[src/mcr_pkg.sv]
// ----------------------------------------------------------------------------
// Midpoint circle rasterizer package
// Pixel type, command codes and the fixed constants of the decision update.
// ----------------------------------------------------------------------------
package mcr_pkg;

	localparam int PIX_W = 16;
	localparam int POINTS = 8;
	localparam int IDX_W = $clog2(POINTS);
	localparam logic [IDX_W-1:0] LAST_IDX = IDX_W'(POINTS - 1);

	// Decision value seed and the two increments of one step.
	localparam int DEC_SEED = 3;
	localparam int DEC_DIAG_ADD = 10;
	localparam int DEC_AXIS_ADD = 6;

	typedef logic signed [PIX_W-1:0] pixel_t;

	typedef enum logic {
		CMD_LOAD = 1'b0,
		CMD_ADVANCE = 1'b1
	} cmd_t;

endpackage

[src/midpoint_circle_rasterizer.sv]
// ----------------------------------------------------------------------------
// Midpoint circle rasterizer
// A load word latches a center and radius and yields the eight mirrored points
// of the first position; each advance word runs one step of the midpoint
// circle walk and yields eight more points, the last flagged by last_of_step,
// with circle_done set on every point of the step that ends the circle. An
// advance with no circle in progress yields nothing. The step is computed
// in the walk registers; the result words leave one per cycle from an output
// stage while out_stall is low, eight words for each load or active advance.
// One further input word is held in the first stage while the output stage
// drains; beyond that, in_stall holds the input.
// ----------------------------------------------------------------------------
module midpoint_circle_rasterizer #(
	parameter int COORD_BITS = 15,
	parameter int RADIUS_BITS = 13
) (
	input  logic                        clk,
	input  logic                        arst_n,
	input  logic                        in_valid,
	output logic                        in_stall,
	input  logic                        command,
	input  logic signed [COORD_BITS-1:0] center_x,
	input  logic signed [COORD_BITS-1:0] center_y,
	input  logic [RADIUS_BITS-1:0]      radius,
	output logic                        out_valid,
	input  logic                        out_stall,
	output mcr_pkg::pixel_t             pixel_x,
	output mcr_pkg::pixel_t             pixel_y,
	output logic                        last_of_step,
	output logic                        circle_done
);
	import mcr_pkg::*;

	localparam int OFF_W = RADIUS_BITS + 2;
	localparam int DEC_W = RADIUS_BITS + 7;
	localparam int SUM_W = ((COORD_BITS > OFF_W) ? COORD_BITS : OFF_W) + 1;
	localparam int EXT_W = (SUM_W > PIX_W) ? SUM_W : PIX_W;

	// Walk state; it also serves as the payload of the first stage.
	logic signed [COORD_BITS-1:0] cx_q, cy_q;
	logic signed [OFF_W-1:0]      ox_q, oy_q;
	logic signed [DEC_W-1:0]      dec_q;
	logic                         active_q;

	logic valid_s1, done_s1;

	logic                         valid_s2, done_s2;
	logic [IDX_W-1:0]             idx_s2;
	logic signed [COORD_BITS-1:0] cx_s2, cy_s2;
	logic signed [OFF_W-1:0]      ox_s2, oy_s2;

	logic in_acc, out_acc, is_load, emit, s2_free, s1_move;
	logic dec_pos, done_step;
	logic signed [OFF_W-1:0] x_inc, y_new;
	logic signed [DEC_W-1:0] diff, dec_step, dec_load;

	assign is_load = (command == CMD_LOAD);
	assign emit = is_load || active_q;

	assign s2_free = !valid_s2 || (out_acc && (idx_s2 == LAST_IDX));
	assign s1_move = valid_s1 && s2_free;
	assign in_stall = valid_s1 && !s2_free;
	assign in_acc = in_valid && !in_stall;
	assign out_acc = out_valid && !out_stall;

	// One step of the walk.
	assign dec_pos = !dec_q[DEC_W-1] && (dec_q != '0);
	assign x_inc = ox_q + OFF_W'(1);
	assign y_new = dec_pos ? (oy_q - OFF_W'(1)) : oy_q;
	assign diff = DEC_W'(x_inc) - DEC_W'(y_new);
	assign dec_step = dec_pos ? (dec_q + (diff <<< 2) + DEC_W'(DEC_DIAG_ADD))
		: (dec_q + (DEC_W'(x_inc) <<< 2) + DEC_W'(DEC_AXIS_ADD));
	assign dec_load = DEC_W'(DEC_SEED) - (DEC_W'(radius) << 1);
	assign done_step = (y_new < x_inc);

	always_ff @(posedge clk or negedge arst_n) begin
		if (!arst_n) begin
			cx_q <= '0;
			cy_q <= '0;
			ox_q <= '0;
			oy_q <= '0;
			dec_q <= '0;
			active_q <= 1'b0;
			valid_s1 <= 1'b0;
			done_s1 <= 1'b0;
		end else begin
			if (in_acc && emit) begin
				if (is_load) begin
					cx_q <= center_x;
					cy_q <= center_y;
					ox_q <= '0;
					oy_q <= OFF_W'(radius);
					dec_q <= dec_load;
					active_q <= 1'b1;
					done_s1 <= 1'b0;
				end else begin
					ox_q <= x_inc;
					oy_q <= y_new;
					dec_q <= dec_step;
					active_q <= !done_step;
					done_s1 <= done_step;
				end
			end
			if (in_acc) begin
				valid_s1 <= emit;
			end else if (s1_move) begin
				valid_s1 <= 1'b0;
			end
		end
	end

	// Output stage: a snapshot of one position, sent as eight words.
	always_ff @(posedge clk or negedge arst_n) begin
		if (!arst_n) begin
			valid_s2 <= 1'b0;
			idx_s2 <= '0;
		end else if (s1_move) begin
			valid_s2 <= 1'b1;
			idx_s2 <= '0;
		end else if (out_acc) begin
			if (idx_s2 == LAST_IDX) begin
				valid_s2 <= 1'b0;
			end
			idx_s2 <= idx_s2 + IDX_W'(1);
		end
	end

	always_ff @(posedge clk) begin
		if (s1_move) begin
			cx_s2 <= cx_q;
			cy_s2 <= cy_q;
			ox_s2 <= ox_q;
			oy_s2 <= oy_q;
			done_s2 <= done_s1;
		end
	end

	// Bit 2 of the index swaps the offsets, bit 0 negates the x offset and
	// bit 1 negates the y offset, which gives the octant order.
	logic signed [OFF_W-1:0] off_a, off_b;
	logic signed [EXT_W-1:0] px_full, py_full;

	assign off_a = idx_s2[2] ? oy_s2 : ox_s2;
	assign off_b = idx_s2[2] ? ox_s2 : oy_s2;
	assign px_full = idx_s2[0] ? (EXT_W'(cx_s2) - EXT_W'(off_a))
		: (EXT_W'(cx_s2) + EXT_W'(off_a));
	assign py_full = idx_s2[1] ? (EXT_W'(cy_s2) - EXT_W'(off_b))
		: (EXT_W'(cy_s2) + EXT_W'(off_b));

	assign out_valid = valid_s2;
	assign pixel_x = px_full[PIX_W-1:0];
	assign pixel_y = py_full[PIX_W-1:0];
	assign last_of_step = (idx_s2 == LAST_IDX);
	assign circle_done = done_s2;

	a_no_stall_when_empty: assert property (@(posedge clk) disable iff (!arst_n)
		!valid_s1 |-> !in_stall)
		else $error("input stalled with the first stage empty");

	a_drain_ends: assert property (@(posedge clk) disable iff (!arst_n)
		(out_acc && last_of_step && !valid_s1) |=> !out_valid)
		else $error("output still valid after the last word of a step");

	a_done_clears_active: assert property (@(posedge clk) disable iff (!arst_n)
		(valid_s1 && done_s1) |-> !active_q)
		else $error("circle still active after its final step");

	a_idle_advance_silent: assert property (@(posedge clk) disable iff (!arst_n)
		(in_acc && (command == CMD_ADVANCE) && !active_q) |=> !valid_s1)
		else $error("advance with no circle produced words");

endmodule

[config.mk]
export PLATFORM = sky130hd
export DESIGN_NAME = midpoint_circle_rasterizer
export DESIGN_NICKNAME = d
export VERILOG_FILES = /design/src/mcr_pkg.sv /design/src/midpoint_circle_rasterizer.sv
export SDC_FILE = /design/constraint.sdc
export NUM_CORES = 1
export LEC_CHECK = 0
export BUFFER_PORTS_ARGS = -buffer_cell sky130_fd_sc_hd__buf_4
export CAP_MARGIN = 40
export CORE_MARGIN = 2
export CORE_UTILIZATION = 46
export CTS_CLUSTER_DIAMETER = 200
export DETAILED_ROUTE_END_ITERATION = 16
export HOLD_SLACK_MARGIN = 0.06
export SETUP_SLACK_MARGIN = 0.3
export SLEW_MARGIN = 30
export SYNTH_ARGS = -nofsm -noshare
export SYNTH_HDL_FRONTEND = slang
export SYNTH_SLANG_ARGS = --single-unit
[constraint.sdc]
create_clock -name clk -period 6 [get_ports clk]
set_input_delay 0.6 -clock clk [delete_from_list [all_inputs] [get_ports clk]]
set_output_delay 0.6 -clock clk [all_outputs]
set_load 0.005 [all_outputs]
; ---- After elaboration in Yosys (flattened, before gate mapping)
; Index checks and enable logic that the tools add are counted.
; W data, S select, Z words.
[classes]
addsub = 13
n_lt_le_gt_ge = 1
eq_ne = 1
mux = 18
bitwise_logic = 1
n_reduce_logical = 21
[op_table]
columns = operator, n
row1 = $mux W15, 5
row2 = $sub A15 B15 Y16, 3
row3 = $mux W20, 2
row4 = $add A15 B15 Y16, 2
row5 = $mux W16, 2
row6 = $add A20 B17 Y20, 1
row7 = $add A20 B18 Y20, 1
row8 = $add A20 B4 Y20 const B, 1
row9 = $add A20 B5 Y20 const B, 1
row10 = $reduce_bool A20 Y1, 1
row11 = $add A15 B2 Y15 const B, 1
row12 = $lt A15 B15 Y1, 1
row13 = $sub A15 B2 Y15 const B, 1
row14 = $sub A2 B14 Y15 const A, 1
row15 = $logic_and A1 B1 Y1, 7
row16 = $mux W1, 7
row17 = $logic_not A1 Y1, 6
row18 = $mux W3, 2
row19 = $reduce_bool A2 Y1, 3
row20 = $reduce_and A2 Y1, 2
row21 = $add A3 B1 Y3 const B, 1
row22 = $eq A3 B3 Y1 const B, 1
row23 = $logic_or A1 B1 Y1, 2
row24 = $not A1 Y1, 1
[word_totals]
register_bits = 148
input_bits = 48
out_inout_bits = 36
elab_cells = 70

; ---- Logic depth before layout (Yosys ltp)
[depth]
ltp_word = 10
mapped_depth = 26
ltp_nobuf = 25

; ---- Worst setup path after synthesis
; Ideal clock, no wire load.
[synth_timing]
path_kind = register -> register
startpoint = reg dec_q[2]
endpoint = reg dec_q[17]
t_arrival_ns = 5.107
setup_slack_ns = 0.761
path_stages_with_launch = 27
synth_period_minus_slack_ns = 5.239
path_cell_list = dfrtp_1 nor4_1 and2_1 a41oi_2 clkbuf_1 xnor2_1 ha_1 inv_2 fa_1 a21oi_1 o31ai_1 a311oi_1 o21bai_1 a21oi_2 o21bai_1 a21oi_1 xnor2_1 ha_1 ha_1 or2_2 o31ai_1 a31oi_1 a21o_1 a21boi_1 xnor2_1 a221oi_1 o21ai_1
[synth_between]
elab_chain_cells = 8
word_cells_on_any_way = 10
[synth_rtl]
columns = element, line
row1 = start: declaration, midpoint_circle_rasterizer.sv:42  ; logic signed [DEC_W-1:0] dec_q;
row2 = start signal: assignment, midpoint_circle_rasterizer.sv:93  ; dec_q <= dec_load;
row3 = start signal: assignment, midpoint_circle_rasterizer.sv:99  ; dec_q <= dec_step;
row4 = $reduce_bool A20 Y1, midpoint_circle_rasterizer.sv:67  ; assign dec_pos = !dec_q[DEC_W-1] && (dec_q != '0);
row5 = $logic_and A1 B1 Y1, midpoint_circle_rasterizer.sv:67
row6 = $mux W15, midpoint_circle_rasterizer.sv:69  ; assign y_new = dec_pos ? (oy_q - OFF_W'(1)) : oy_q;
row7 = $sub A15 B15 Y16, midpoint_circle_rasterizer.sv:70  ; assign diff = DEC_W'(x_inc) - DEC_W'(y_new);
row8 = $add A20 B18 Y20, midpoint_circle_rasterizer.sv:71  ; assign dec_step = dec_pos ? (dec_q + (diff <<< 2) + DEC_W'(DEC_DIAG_ADD))
row9 = $add A20 B5 Y20, midpoint_circle_rasterizer.sv:71
row10 = $mux W20 *, midpoint_circle_rasterizer.sv:71
row11 = $mux W20 *, midpoint_circle_rasterizer.sv:88  ; if (is_load) begin
; Mark *: on every way between the ends. The rest lies on a longest branch, timed or not.
; A chain may end at the register's enable or synchronous reset.

; ---- Final worst setup path
[layout_timing]
startpoint = reg dec_q[7]
endpoint = reg dec_q[17]
; Same word-level chain as after synthesis.

==> metrics <==
Worst path max stage delay=approximately 0.46 ns; setup ws final=roughly 0.6 ns; Seq/Total Area, Yosys=35.3%; RSZ-0062 raised after global routing=false; Finished Layout Cells=around 1600; via density per instance=around 5.6; Reg-to-Reg Start=dec_q[7]; peak fanout along the critical path=5; status=finished, final reports clean; CP cell instances=nor4_4 -> a41oi_4 -> nand2_1 -> o21ai_0 -> buf_4 -> fa_1 -> a21oi_1 -> o31ai_1 -> a311oi_1 -> o21bai_1 -> a21oi_2 -> o21bai_1 -> a21oi_1 -> xnor2_1 -> ha_1 -> ha_1 -> or2_2 -> o31ai_1 -> a31oi_1 -> a21o_1 -> a21boi_2 -> xnor2_1 -> a221oi_1 -> o21ai_1; WL/cell=between 15 and 20 um; GRT Residual Overflow=0; Max Clock Skew=approximately 0.015 ns; Die ar.=around 0.026 mm^2; DRT iter0 DRCs=~510; CTS root buf=clkbuf_16; count of input and output buffers=slightly above 80; GRT Total Usage=between 20% and 30%; CTS buffer count=17; clk_lat worst skew=0.44 ns; max-slew violations=0; crit end category=register; met2 Track Usage GR=36.2%; pin count of the biggest net entering global routing=60; min-delay worst type=in -> async; Slew @ Worst Pin=about 0.7 ns; cells after synthesis=1200; Synth Net Count=roughly 1400; I/O pin count=84; Hold Fails Final Rpt=0; crit path max-delay cell type=nor4_4; Critical Path RT=around 6.3 ns; Die Ht=roughly 160 um; fin crit share=89.7%; Post-synth top cells=ha_1, nand2_1, dfrtp_1, nor2_1, a21oi_1; Die X=between 150 and 200 um; EDFF count, synth=about 60; Ant. Diodes=0; standard-cell rows=57; antenna violation net count after detailed routing=0; top-count cell post-synth=ha_1; htree depth=4; unique cell type count in the Yosys netlist=72; CP Class=reg -> reg; Clock transition at path regs=0.07 ns; area leader, netlist=dfrtp_1; post-synth top area share=a little under a fifth; GPL Wtd Cong=0.862; Final TNS setup=0 ns; CTS tree=built; CP bufs+invs=1; yosys warns=0; Slew HR=50.7%; Place WS=0.356 ns; CP arrival=approximately 5.7 ns; DR DRC count=0; layout cells sized above 1=between 10% and 20%; final net count=1452; first-pass GRT wire length=44.4 mm; Initial Util=46.8%; Longest Clk Path Bufs=2; Startpoint Class=register; vias in the first global route=around 8700; Post-CTS Setup Repair Bufs=0; initial antenna violation count=0; clock sinks=148; GRT busiest layer=met2; average size of a mapped cell=between 9 and 10 um^2; post-synthesis instance area=0.0114 mm^2; ys async rst share=between 50% and 60%; placed wire-length estimate=between 20 and 25 mm; core area=between 0.02 and 0.025 mm^2; f_max=roughly 190 MHz; routed vias=~9000; DR pass1 iterations=4; CP delay by family, top=compound AO/OA/AOI/OAI gates; Finish-stage setup viols=0; #FFs+latches synth=148; WL final=approximately 27 mm; grt met1 use=around 29%; Layout area overhead=15.1%; Period minus WS final=around 5.4 ns; Maximum Capacitance Violations=0; CP startpoint=dec_q[7]; GR Util met3=2.80%; Top FF cell, synth=dfrtp_1; placed cells=around 1600; top cells by area, synth=dfrtp_1, edfxtp_1, ha_1
-- layout make-up --
| cell class | count | area [um^2] |
|---|---|---|
| inverters | 56 | 210 |
| multi-input cells | 958 | 7120 |
| well taps | 324 | 405 |
| clock buffers | 20 | 489 |
| fillers | 2226 | 11200 |
| flip-flops and latches | 148 | 4010 |
| clock inverters | 12 | 103 |
| repair buffers | 99 | 752 |
-- per-stage QoR --
| step | instance area, um^2 | util, % | hold WS (ns) |
|---|---|---|---|
| global route | 13100 | 53.8 | 0.104 |
| CTS | 13000 | 53.4 | 0.0874 |
| floorplan | 11400 | - | 0.304 |
| detailed placement | 12400 | 50.9 | 0.428 |
| finish | 13100 | 53.8 | 0.0854 |
| global placement | 12400 | 50.9 | 0.421 |
-- routing by layer --
layer  vias up  wire length [um]
met5         -                 0
met4         0               328
met3        26              1000
met2       178             12900
met1      4281             12900
li1       4540                 -
-- worst register-to-register path, delay by kind of cell (launching register included) --
family	cells	cell delay (ns)
DFF	1	0.45
xor gates and xnor gates	2	0.24
and+or+nand+nor	3	0.88
adders and majority gates	3	1.02
AOI/OAI and AO/OA	15	2.50
buffers and inverters	1	0.17
-- final timing paths --
kind	depth (start not counted)	slack [ns]	endpoint
max	24	0.62	dec_q[17]
min	1	0.09	dec_q[1]
max reg2reg	24	0.62	dec_q[17]
min reg2reg	0	0.44	cy_s2[9]
max in group asynchronous	3	4.92	cy_q[9]
min in group clk	2	0.40	cx_q[0]
-- sequential cells by signal (all words and copies together) (netlist names), 3 cells and up --
register and count:
idx_s2 3, cy_q 15, oy_q 15, oy_s2 15
dec_q 20, ox_s2 15, cy_s2 15, cx_s2 15
cx_q 15, ox_q 15
-- cell usage in the layout (no fill, tap or decap), drive strengths merged, types with 5 or more instances in the layout --
| cell | netlist | final |
|---|---|---|
| or3 | 15 | 15 |
| nor3 | 30 | 30 |
| o31ai | 12 | 12 |
| mux2 | 38 | 38 |
| a2111oi | 5 | 5 |
| clkbuf | 33 | 20 |
| inv | 56 | 65 |
| and2 | 9 | 9 |
| buf | 6 | 99 |
| nand4 | 7 | 7 |
| a31oi | 10 | 10 |
| ha | 119 | 119 |
| and3 | 12 | 12 |
| nor4 | 10 | 10 |
| a22o | 7 | 7 |
| xnor2 | 67 | 67 |
| a21oi | 79 | 79 |
| o21bai | 10 | 10 |
| o211ai | 11 | 11 |
| or2 | 7 | 7 |
| nand2b | 11 | 11 |
| nor3b | 8 | 8 |
| o22ai | 12 | 12 |
| nand2 | 91 | 91 |
| xor2 | 56 | 56 |
| edfxtp | 61 | 61 |
| o21a | 5 | 5 |
| mux2i | 36 | 36 |
| a211oi | 9 | 9 |
| nor2 | 87 | 87 |
| o21ai | 83 | 83 |
| a21boi | 8 | 8 |
| nor2b | 16 | 16 |
| a21o | 19 | 19 |
| nand3 | 26 | 26 |
| fa | 5 | 5 |
| dfrtp | 87 | 87 |
-- logic make-up after synthesis --
group,after synthesis,synth area share [%]
mux,74,7.04
xor+xnor,123,9.48
flops,148,35.3
simple gates,340,14.7
buf+inv,95,3.18
compound gates,296,16.4
fa+ha+maj,124,14.0
-- repair_timing --
item                                    4_1_cts  5_1_grt
pin swaps                                     0        3
resized for setup                             1       14
gates cloned                                  0        1
endpoints found under the setup margin        1        6
hold buffers                                  0        0
Power is not shown: default switching activity piles up to over one toggle a cycle in this logic, so the estimate is an artifact.
